===== config.mk =====
export PLATFORM = sky130hd
export DESIGN_NAME = diagnostic_tlv_payload_parser_top
export DESIGN_NICKNAME = d
export VERILOG_FILES = /design/src/sv/dtp_pkg.sv /design/src/sv/dtp_decoder.sv /design/src/sv/dtp_out_queue.sv /design/src/sv/diagnostic_tlv_payload_parser_top.sv
export SDC_FILE = /design/constraint.sdc
export NUM_CORES = 1
export LEC_CHECK = 0
export ABC_AREA = 0
export BUFFER_PORTS_ARGS = -buffer_cell sky130_fd_sc_hd__buf_4
export CAP_MARGIN = 20
export CORE_MARGIN = 5
export CORE_UTILIZATION = 29
export CTS_CLUSTER_DIAMETER = 150
export DETAILED_ROUTE_END_ITERATION = 7
export SYNTH_ARGS = -nofsm -noshare
export SYNTH_HDL_FRONTEND = slang
export SYNTH_SLANG_ARGS = --single-unit

===== constraint.sdc =====
create_clock -name clock -period 8.3 [get_ports clock]
set_input_delay 0.83 -clock clock [delete_from_list [all_inputs] [get_ports clock]]
set_output_delay 0.83 -clock clock [all_outputs]
set_load 0.01 [all_outputs]

===== src/sv/dtp_pkg.sv =====
package dtp_pkg;

   localparam logic [1:0] KIND_INTERVAL = 2'd0;
   localparam logic [1:0] KIND_TICK     = 2'd1;
   localparam logic [1:0] KIND_CHANNEL  = 2'd2;
   localparam logic [1:0] KIND_END      = 2'd3;

   localparam logic [2:0] ST_OK            = 3'd0;
   localparam logic [2:0] ST_SHORT         = 3'd1;
   localparam logic [2:0] ST_ZERO_INTERVAL = 3'd2;
   localparam logic [2:0] ST_ZERO_LENGTH   = 3'd3;
   localparam logic [2:0] ST_TRUNCATED     = 3'd4;
   localparam logic [2:0] ST_RECORD_SHORT  = 3'd5;

   localparam logic [7:0] NUM_KNOWN_IDS      = 8'd13;
   localparam logic [7:0] ID_TEMP_BYTE       = 8'h09;
   localparam logic [7:0] ID_TEMP_HUNDREDTHS = 8'h0B;
   localparam logic [2:0] MIN_PAYLOAD_BYTES  = 3'd7;

   typedef struct packed {
      logic [1:0]         kind;
      logic [4:0]         channel;
      logic signed [32:0] value;
      logic [2:0]         status;
      logic               last;
   } result_type;

   // Up to two result words are produced for one payload byte.
   typedef struct packed {
      logic [1:0]  count;
      result_type  first;
      result_type  second;
   } push_type;

   // Number of values carried by a known record id.
   function automatic logic [2:0] id_fields(input logic [3:0] id);
      case (id)
         4'h1:    id_fields = 3'd4;
         4'h4:    id_fields = 3'd2;
         4'h5:    id_fields = 3'd3;
         4'hA:    id_fields = 3'd3;
         default: id_fields = 3'd1;
      endcase
   endfunction

   // Bytes per value of a known record id.
   function automatic logic [2:0] id_width(input logic [3:0] id);
      case (id)
         4'h1, 4'h4, 4'h5, 4'h6, 4'hA: id_width = 3'd4;
         4'h2, 4'h7, 4'hB, 4'hC:       id_width = 3'd2;
         default:                      id_width = 3'd1;
      endcase
   endfunction

   // Data bytes a known record id needs in total.
   function automatic logic [4:0] id_need(input logic [3:0] id);
      case (id)
         4'h1:                   id_need = 5'd16;
         4'h4:                   id_need = 5'd8;
         4'h5, 4'hA:             id_need = 5'd12;
         4'h6:                   id_need = 5'd4;
         4'h2, 4'h7, 4'hB, 4'hC: id_need = 5'd2;
         default:                id_need = 5'd1;
      endcase
   endfunction

   // First channel code of a known record id.
   function automatic logic [4:0] id_base(input logic [3:0] id);
      case (id)
         4'h0:    id_base = 5'd0;
         4'h1:    id_base = 5'd1;
         4'h2:    id_base = 5'd5;
         4'h3:    id_base = 5'd6;
         4'h4:    id_base = 5'd7;
         4'h5:    id_base = 5'd9;
         4'h6:    id_base = 5'd12;
         4'h7:    id_base = 5'd13;
         4'h8:    id_base = 5'd14;
         4'h9:    id_base = 5'd15;
         4'hA:    id_base = 5'd16;
         4'hB:    id_base = 5'd19;
         4'hC:    id_base = 5'd20;
         default: id_base = 5'd0;
      endcase
   endfunction

endpackage


===== src/sv/dtp_decoder.sv =====
module dtp_decoder
   import dtp_pkg::*;
(
   input  logic       clock,
   input  logic       reset,
   input  logic       accept,
   input  logic [7:0] payload_byte,
   input  logic       end_of_payload,
   output push_type   push
);

   localparam logic [2:0] PH_HEADER = 3'd0;
   localparam logic [2:0] PH_LENGTH = 3'd1;
   localparam logic [2:0] PH_ID     = 3'd2;
   localparam logic [2:0] PH_DATA   = 3'd3;
   localparam logic [2:0] PH_SKIP   = 3'd4;

   logic [2:0]  phase_ff, phase_in;
   logic [1:0]  header_count_ff, header_count_in;
   logic [7:0]  remaining_ff, remaining_in;
   logic [7:0]  record_id_ff, record_id_in;
   logic [1:0]  field_index_ff, field_index_in;
   logic [2:0]  taken_ff, taken_in;
   logic [31:0] acc_ff, acc_in;
   logic [2:0]  total_ff, total_in;
   logic [2:0]  error_ff, error_in;

   logic        emit_value;
   result_type  value_word;
   result_type  end_word;
   logic [3:0]  data_id;
   logic [2:0]  status;
   logic [7:0]  rem_dec;

   always_comb begin
      phase_in        = phase_ff;
      header_count_in = header_count_ff;
      remaining_in    = remaining_ff;
      record_id_in    = record_id_ff;
      field_index_in  = field_index_ff;
      taken_in        = taken_ff;
      acc_in          = acc_ff;
      error_in        = error_ff;
      total_in        = (total_ff < MIN_PAYLOAD_BYTES) ? total_ff + 3'd1 : total_ff;
      emit_value      = 1'b0;
      value_word      = '0;
      rem_dec         = remaining_ff - 8'd1;
      data_id         = (record_id_ff < NUM_KNOWN_IDS) ? record_id_ff[3:0] : 4'h0;

      unique case (phase_ff)
         PH_HEADER: begin
            acc_in          = {16'h0, acc_ff[7:0], payload_byte};
            header_count_in = header_count_ff + 2'd1;
            if (header_count_in == 2'd2) begin
               if (acc_in == 32'h0 && error_ff == ST_OK) begin
                  error_in = ST_ZERO_INTERVAL;
               end
               emit_value       = 1'b1;
               value_word.kind  = KIND_INTERVAL;
               value_word.value = {1'b0, acc_in};
               acc_in           = '0;
            end else if (header_count_in == 2'd0) begin
               emit_value       = 1'b1;
               value_word.kind  = KIND_TICK;
               value_word.value = {1'b0, acc_in};
               acc_in           = '0;
               phase_in         = PH_LENGTH;
            end
         end
         PH_LENGTH: begin
            if (payload_byte == 8'h0) begin
               if (error_ff == ST_OK) begin
                  error_in = ST_ZERO_LENGTH;
               end
            end else begin
               remaining_in = payload_byte;
               phase_in     = PH_ID;
            end
         end
         PH_ID: begin
            record_id_in = payload_byte;
            remaining_in = rem_dec;
            if (payload_byte < NUM_KNOWN_IDS) begin
               if (rem_dec < {3'b0, id_need(payload_byte[3:0])}) begin
                  if (error_ff == ST_OK) begin
                     error_in = ST_RECORD_SHORT;
                  end
                  phase_in = (rem_dec != 8'h0) ? PH_SKIP : PH_LENGTH;
               end else begin
                  field_index_in = '0;
                  taken_in       = '0;
                  acc_in         = '0;
                  phase_in       = PH_DATA;
               end
            end else begin
               phase_in = (rem_dec != 8'h0) ? PH_SKIP : PH_LENGTH;
            end
         end
         PH_DATA: begin
            acc_in       = {acc_ff[23:0], payload_byte};
            remaining_in = rem_dec;
            taken_in     = taken_ff + 3'd1;
            if (taken_in >= id_width(data_id)) begin
               emit_value         = 1'b1;
               value_word.kind    = KIND_CHANNEL;
               value_word.channel = id_base(data_id) + {3'b0, field_index_ff};
               if ({4'h0, data_id} == ID_TEMP_BYTE) begin
                  value_word.value = {{25{acc_in[7]}}, acc_in[7:0]};
               end else if ({4'h0, data_id} == ID_TEMP_HUNDREDTHS) begin
                  value_word.value = {{17{acc_in[15]}}, acc_in[15:0]};
               end else begin
                  value_word.value = {1'b0, acc_in};
               end
               acc_in         = '0;
               taken_in       = '0;
               field_index_in = field_index_ff + 2'd1;
               if (field_index_in == 2'd0 || {1'b0, field_index_in} >= id_fields(data_id)) begin
                  phase_in = (rem_dec != 8'h0) ? PH_SKIP : PH_LENGTH;
               end
            end
         end
         default: begin
            remaining_in = rem_dec;
            if (rem_dec == 8'h0) begin
               phase_in = PH_LENGTH;
            end
         end
      endcase

      // End status takes the state as it stands after this byte.
      if (total_in < MIN_PAYLOAD_BYTES) begin
         status = ST_SHORT;
      end else if (error_in != ST_OK) begin
         status = error_in;
      end else if (phase_in != PH_LENGTH) begin
         status = ST_TRUNCATED;
      end else begin
         status = ST_OK;
      end
      end_word        = '0;
      end_word.kind   = KIND_END;
      end_word.status = status;
      end_word.last   = 1'b1;

      push = '0;
      if (accept) begin
         if (emit_value && end_of_payload) begin
            push.count  = 2'd2;
            push.first  = value_word;
            push.second = end_word;
         end else if (emit_value) begin
            push.count      = 2'd1;
            push.first      = value_word;
            push.first.last = 1'b1;
         end else if (end_of_payload) begin
            push.count = 2'd1;
            push.first = end_word;
         end
      end
   end

   always_ff @(posedge clock) begin
      if (reset || (accept && end_of_payload)) begin
         phase_ff        <= PH_HEADER;
         header_count_ff <= '0;
         remaining_ff    <= '0;
         record_id_ff    <= '0;
         field_index_ff  <= '0;
         taken_ff        <= '0;
         acc_ff          <= '0;
         total_ff        <= '0;
         error_ff        <= ST_OK;
      end else if (accept) begin
         phase_ff        <= phase_in;
         header_count_ff <= header_count_in;
         remaining_ff    <= remaining_in;
         record_id_ff    <= record_id_in;
         field_index_ff  <= field_index_in;
         taken_ff        <= taken_in;
         acc_ff          <= acc_in;
         total_ff        <= total_in;
         error_ff        <= error_in;
      end
   end

endmodule


===== src/sv/dtp_out_queue.sv =====
module dtp_out_queue
   import dtp_pkg::*;
(
   input  logic       clock,
   input  logic       reset,
   input  push_type   push,
   input  logic       rsp_stall,
   output logic       rsp_valid,
   output result_type head,
   output logic       room
);

   result_type  entry_ff [4];
   logic [1:0]  rd_ptr_ff, rd_ptr_in;
   logic [1:0]  wr_ptr_ff, wr_ptr_in;
   logic [2:0]  count_ff, count_in;
   logic        pop;

   assign rsp_valid = (count_ff != 3'd0);
   assign head      = entry_ff[rd_ptr_ff];
   assign room      = (count_ff <= 3'd2);
   assign pop       = rsp_valid && !rsp_stall;

   always_comb begin
      rd_ptr_in = rd_ptr_ff + {1'b0, pop};
      wr_ptr_in = wr_ptr_ff + push.count;
      count_in  = count_ff + {1'b0, push.count} - {2'b0, pop};
   end

   always_ff @(posedge clock) begin
      if (reset) begin
         rd_ptr_ff <= '0;
         wr_ptr_ff <= '0;
         count_ff  <= '0;
      end else begin
         rd_ptr_ff <= rd_ptr_in;
         wr_ptr_ff <= wr_ptr_in;
         count_ff  <= count_in;
      end
   end

   always_ff @(posedge clock) begin
      if (push.count != 2'd0) begin
         entry_ff[wr_ptr_ff] <= push.first;
      end
      if (push.count == 2'd2) begin
         entry_ff[wr_ptr_ff + 2'd1] <= push.second;
      end
   end

   a_count_bound: assert property (@(posedge clock) disable iff (reset)
      count_ff <= 3'd4)
      else $error("output queue count exceeds its depth");

   a_push_has_room: assert property (@(posedge clock) disable iff (reset)
      (push.count != 2'd0) |-> room)
      else $error("words pushed without room for two");

   a_pop_drains: assert property (@(posedge clock) disable iff (reset)
      (pop && push.count == 2'd0) |=> (count_ff == $past(count_ff) - 3'd1))
      else $error("queue count did not drop after a word was taken");

endmodule


===== src/sv/diagnostic_tlv_payload_parser_top.sv =====
// A result word is registered in the output queue when its payload byte is accepted.
// Payload bytes are taken one per cycle while req_stall is low; a byte that completes
//   a value and also ends the payload makes two words, the second behind the first.
// Input stall rises only while the four-word output queue has fewer than two free slots.
// Reset is synchronous and active high: it returns the parser to the first header byte
//   and empties the output queue. The parser also returns there after each final byte.
module diagnostic_tlv_payload_parser_top
   import dtp_pkg::*;
(
   input  logic               clock,
   input  logic               reset,
   input  logic               req_valid,
   output logic               req_stall,
   input  logic [7:0]         req_payload_byte,
   input  logic               req_end_of_payload,
   output logic               rsp_valid,
   input  logic               rsp_stall,
   output logic [1:0]         rsp_kind,
   output logic [4:0]         rsp_channel,
   output logic signed [32:0] rsp_value,
   output logic [2:0]         rsp_status,
   output logic               rsp_last
);

   // The decoder holds the parse state and turns each accepted byte into zero, one
   // or two result words. The output queue decouples the two sides so that a byte
   // can be taken while earlier words still wait for the consumer.
   logic       accept;
   logic       room;
   push_type   push;
   result_type head;

   // Stall depends only on the registered queue fill, never on req_valid.
   assign req_stall = !room;
   assign accept    = req_valid && !req_stall;

   dtp_decoder u_decoder (
      .clock          (clock),
      .reset          (reset),
      .accept         (accept),
      .payload_byte   (req_payload_byte),
      .end_of_payload (req_end_of_payload),
      .push           (push)
   );

   dtp_out_queue u_out_queue (
      .clock     (clock),
      .reset     (reset),
      .push      (push),
      .rsp_stall (rsp_stall),
      .rsp_valid (rsp_valid),
      .head      (head),
      .room      (room)
   );

   // The head word of the queue is the result port; it holds while stalled.
   assign rsp_kind    = head.kind;
   assign rsp_channel = head.channel;
   assign rsp_value   = head.value;
   assign rsp_status  = head.status;
   assign rsp_last    = head.last;

endmodule


==> results.md <==
- The flow ran to the end, and the final reports show no timing, DRC or antenna violations.
- The largest family of logic cells by synthesized area is compound AO/OA/AOI/OAI gates.
- On the critical path, the stage with the largest delay is an instance of sky130_fd_sc_hd__nor2_1.
- The leakage power total is 0.004822 uW.
- Setup repair after global routing left no endpoint under its margin.
- For the worst setup path, the data arrival time is 6170 ps.
- The area growth from synthesis to final layout is 16.38%.
- The routed wire length on met3 is 1403 um.
- The worst hold path terminates at u_out_queue.entry_ff[0][41].
- The launch point of the critical path is u_decoder.record_id_ff[7].
- The worst hold path class is reg -> reg.
- The worst-case hold slack is 449.6 ps.
- The number of different library cells used by synthesis comes to 71.
- STA classifies the critical path endpoint as a register.
- The DRC violation count after routing is 0.
- The total of buffers placed on input and output ports is 58.
- The post-CTS clock slew at the launch and capture registers of the worst setup and hold paths is 60 ps.
- Of all nets on the critical path, the largest fanout is 40.
- The async set or reset register ratio after synthesis is 0.
- The count of non-filler cells in the finished layout is 1656.
- The filler cell count in the final layout is 3787.
- The average instance in the mapped netlist occupies 10.06 um2.
- The maximum clock rate is 0.1696 GHz.
- Detailed placement ended at an HPWL of 19330 um.
- The detailed-routing iteration count for the pre-antenna-repair pass is 5.
- The floorplan step defined a die boundary enclosing 42380 um2.
- The largest buffer count on any clock path is 3.
- The global placer's final weighted congestion is 0.8433.
- The portion of the post-synthesis area used by sequential elements is 0.4517.
- The total overflow left after global routing is 0.
- Measured against its own limit, the worst slew margin works out to 0.3297.
- When the netlist entered floorplanning its net count stood at 1156.
- The design draws 3110 uW.
- The number of cell instances on the worst register-to-register path is 21.
- The maximum single-stage delay on the critical path is 640 ps.
- The number of flops mapped to enable cells by yosys is 24.
- TritonCTS built the clock tree.
- The number of post-CTS setup repair buffers is 0.
- The final-report hold violation count was 0.
- After technology mapping, the gate count stands at 1106.
- The synthesized-area fraction occupied by and/or/nand/nor cells is 0.1346.
- The initial utilization of the core area, before any placement, comes to 0.2946.
- The number of design-rule violations left by the first detailed-router iteration is 718.
- The peak supply drop is 0.1338 mV.
- The top routing layer in use is met4.
- The total routing usage reported by global routing is 0.1355.
- The worst flop-to-flop path endpoint is u_out_queue.entry_ff[3][3].
- The ratio of total power to cell area is 240.3 nW/um2.
- The kind of start point of the critical path is a register.
- In the finished design, the share of the clock period the worst path needs comes to 0.7104.
- The top-level I/O count is 59.
- At the pin with the least slew margin, the transition time is 1002 ps.
- The library cell used most frequently in the layout, excluding fill and tap cells, is sky130_fd_sc_hd__dfxtp_1.
- The via total after detailed routing is 8626.
- In this run, placement finished with an instance count of 1606.
- The placed instance area is 12040 um2.
- The clock drives 239 sinks.
- The smallest clock period supported by the final layout is computed as 5896 ps.
- The synthesized-area fraction occupied by adder cells is 0.04296.
- The die span in x is 205.9 um.
- Row generation in the floorplan step produced 71 rows.
- In this run the most critical hold path is launched from u_out_queue.entry_ff[0][41].
- The warning count from the yosys run is 0.
- The initial antenna violation count is 0.
- STA puts the critical path data required time at 8570 ps.
- The CTS H-tree depth is 1.
- The detailed route wirelength on metal2 is 13350 um.
- The number of gates resized after CTS was 0.
- The synthesized flop and latch total is 239.
- The dominant synthesized flop cell is sky130_fd_sc_hd__dfxtp_1.
- The number of CTS-inserted buffers is 27.
- The setup TNS is 0 ps.
- The pin count of the biggest net entering global routing is 49.
- The start of the worst register-to-register path is u_decoder.record_id_ff[7].
- The clock tree root driver cell is sky130_fd_sc_hd__clkbuf_16.
- Using the TritonRoute via totals, the vias-per-cell ratio works out to 5.209.
- Along the worst hold path, the cell count comes to 2.
- For this block, wires on met1 add up to 14040 um.
- The global-route wire length before repair is 46850 um.
- The total of endpoints with negative setup slack in the final report is 0.
- The insertion delay of the later-clocked pin in the worst-skew pair is 550 ps.
- The via count of the first global-routing pass is 8484.
- The net count of the finished layout is 1177.
- The number of pins exceeding their max-slew limit in the final report is 0.
- Once layout is done, the placed cells without fillers occupy 12950 um2.
- The detailed-route wire length is 29530 um.
- The share of post-route cells with drive strength above 1 is 0.1703.
- The number of hold buffers added after CTS was 0.
- The critical path in this run is classified as reg -> reg.
- The library cells used most frequently in the layout, excluding fill and tap cells, are 213 x sky130_fd_sc_hd__dfxtp_1, 141 x sky130_fd_sc_hd__a22o_1, 110 x sky130_fd_sc_hd__nand2_1.
- The worst setup slack for register-to-register paths is 2400 ps.
- After detailed routing, the average wire length per cell comes to 17.83 um.
- Clock skew on the completed layout was measured at 15.29 ps.
- Across the run, the number of max-cap violations was 0.
- Of the total synthesized cell area, the portion taken by XOR and XNOR cells is 0.01024.
- In this run the cell area of the synthesized design comes to 11120 um2.
- The fraction of the mapped netlist area in compound gates is 0.2233.
- The number of antenna diodes is 0.
- In this run the standard cell core region covers 37760 um2.
- The critical path goes through nor4_2 > and2_1 > nand2_1 > inv_1 > ha_1 > nand2b_1 > a311oi_1 > a21oi_1 > ha_1 > nand2_1 > o21ai_1 > a31oi_1 > nor2_1 > ha_1 > nor2_1 > nor2_1 > nand3_1 > buf_4 > inv_2 > nand2_1 > nor3_1.
- The chip height is 205.9 um.
- Of the post-synthesis cell area, the part taken by muxes is 0.09729.
- The number of nets with antenna violations after routing is 0.
area by class of cell:
cell class	count	area [um2]	area share
clock buffers	37	744.5	0.05750
inverters	29	108.9	0.008408
flip-flops and latches	239	5030	0.3885
clock inverters	10	97.59	0.007538
well taps	511	639.4	0.04939
multi-input cells	754	5712	0.4412
repair buffers	76	614.3	0.04745
logic make-up after synthesis:
group	after synthesis
AOI/OAI and AO/OA	340
and+or+nand+nor	311
DFF	239
buffers and inverters	113
muxes	53
adders and majority gates	37
xor gates and xnor gates	13
synthesized netlist by cell type, drive strengths merged, types with 19 or more instances:
cell type  instances  area, um2
a21oi             65      325.3
a22o             141       1235
buf               19      91.33
clkbuf            65      244.0
dfxtp            215       4304
edfxtp            24      720.7
ha                35      437.9
inv               29      108.9
mux4              44      991.0
nand2            110      412.9
nand3             23      115.1
nor2              76      285.3
nor3              29      175.2
o21ai             55      275.3
worst max-delay path: cells and delay by family (launching register included):
kind	cells	cell delay, ps
buffers and inverters	3	810
adders and majority gates	3	920
DFF	1	320
and+or+nand+nor	11	2670
AOI/OAI and AO/OA	4	910
flip-flops by register name, summed over array words and instances (netlist names):
signal	count
u_decoder.phase_ff	3
u_decoder.field_index_ff	2
u_decoder.acc_ff	24
u_out_queue.entry_ff	176
u_decoder.record_id_ff	8
u_out_queue.count_ff	3
u_decoder.header_count_ff	2
u_decoder.taken_ff	3
u_out_queue.rd_ptr_ff	2
u_decoder.error_ff	3
u_decoder.total_ff	3
u_out_queue.wr_ptr_ff	2
u_decoder.remaining_ff	8
through the flow:
| stage | util | setup WS, ps |
|---|---|---|
| finish | 0.3429 | 2404 |
| global route | 0.3429 | 1958 |
| CTS | 0.3412 | 1963 |
| detailed placement | 0.3189 | 1992 |
| global placement | 0.3186 | 2218 |
| floorplan | - | 3271 |
routing by layer:
metal	track usage	up-vias
met2	0.2183	215
met5	0	-
met4	0.03731	0
met3	0.02103	50
li1	-	4156
met1	0.1901	4205
how the worst max path moves through the flow:
stage / to / slack (ps)
after global placement: u_out_queue.entry_ff[0][3] / 2220
after CTS: u_out_queue.entry_ff[0][1] / 1960
after global routing: u_out_queue.entry_ff[3][3] / 1960
after floorplan: u_out_queue.entry_ff[0][0] / 3270
after detailed placement: u_out_queue.entry_ff[0][2] / 1990
final: u_out_queue.entry_ff[3][3] / 2400
report_power, final:
part	total, uW	internal (uW)	switching [uW]
Combinational	698	263	434
Sequential	1270	1220	52.3
Clock	1140	662	483
Total	3110	2140	969
Power figures use the tool's default switching activity.
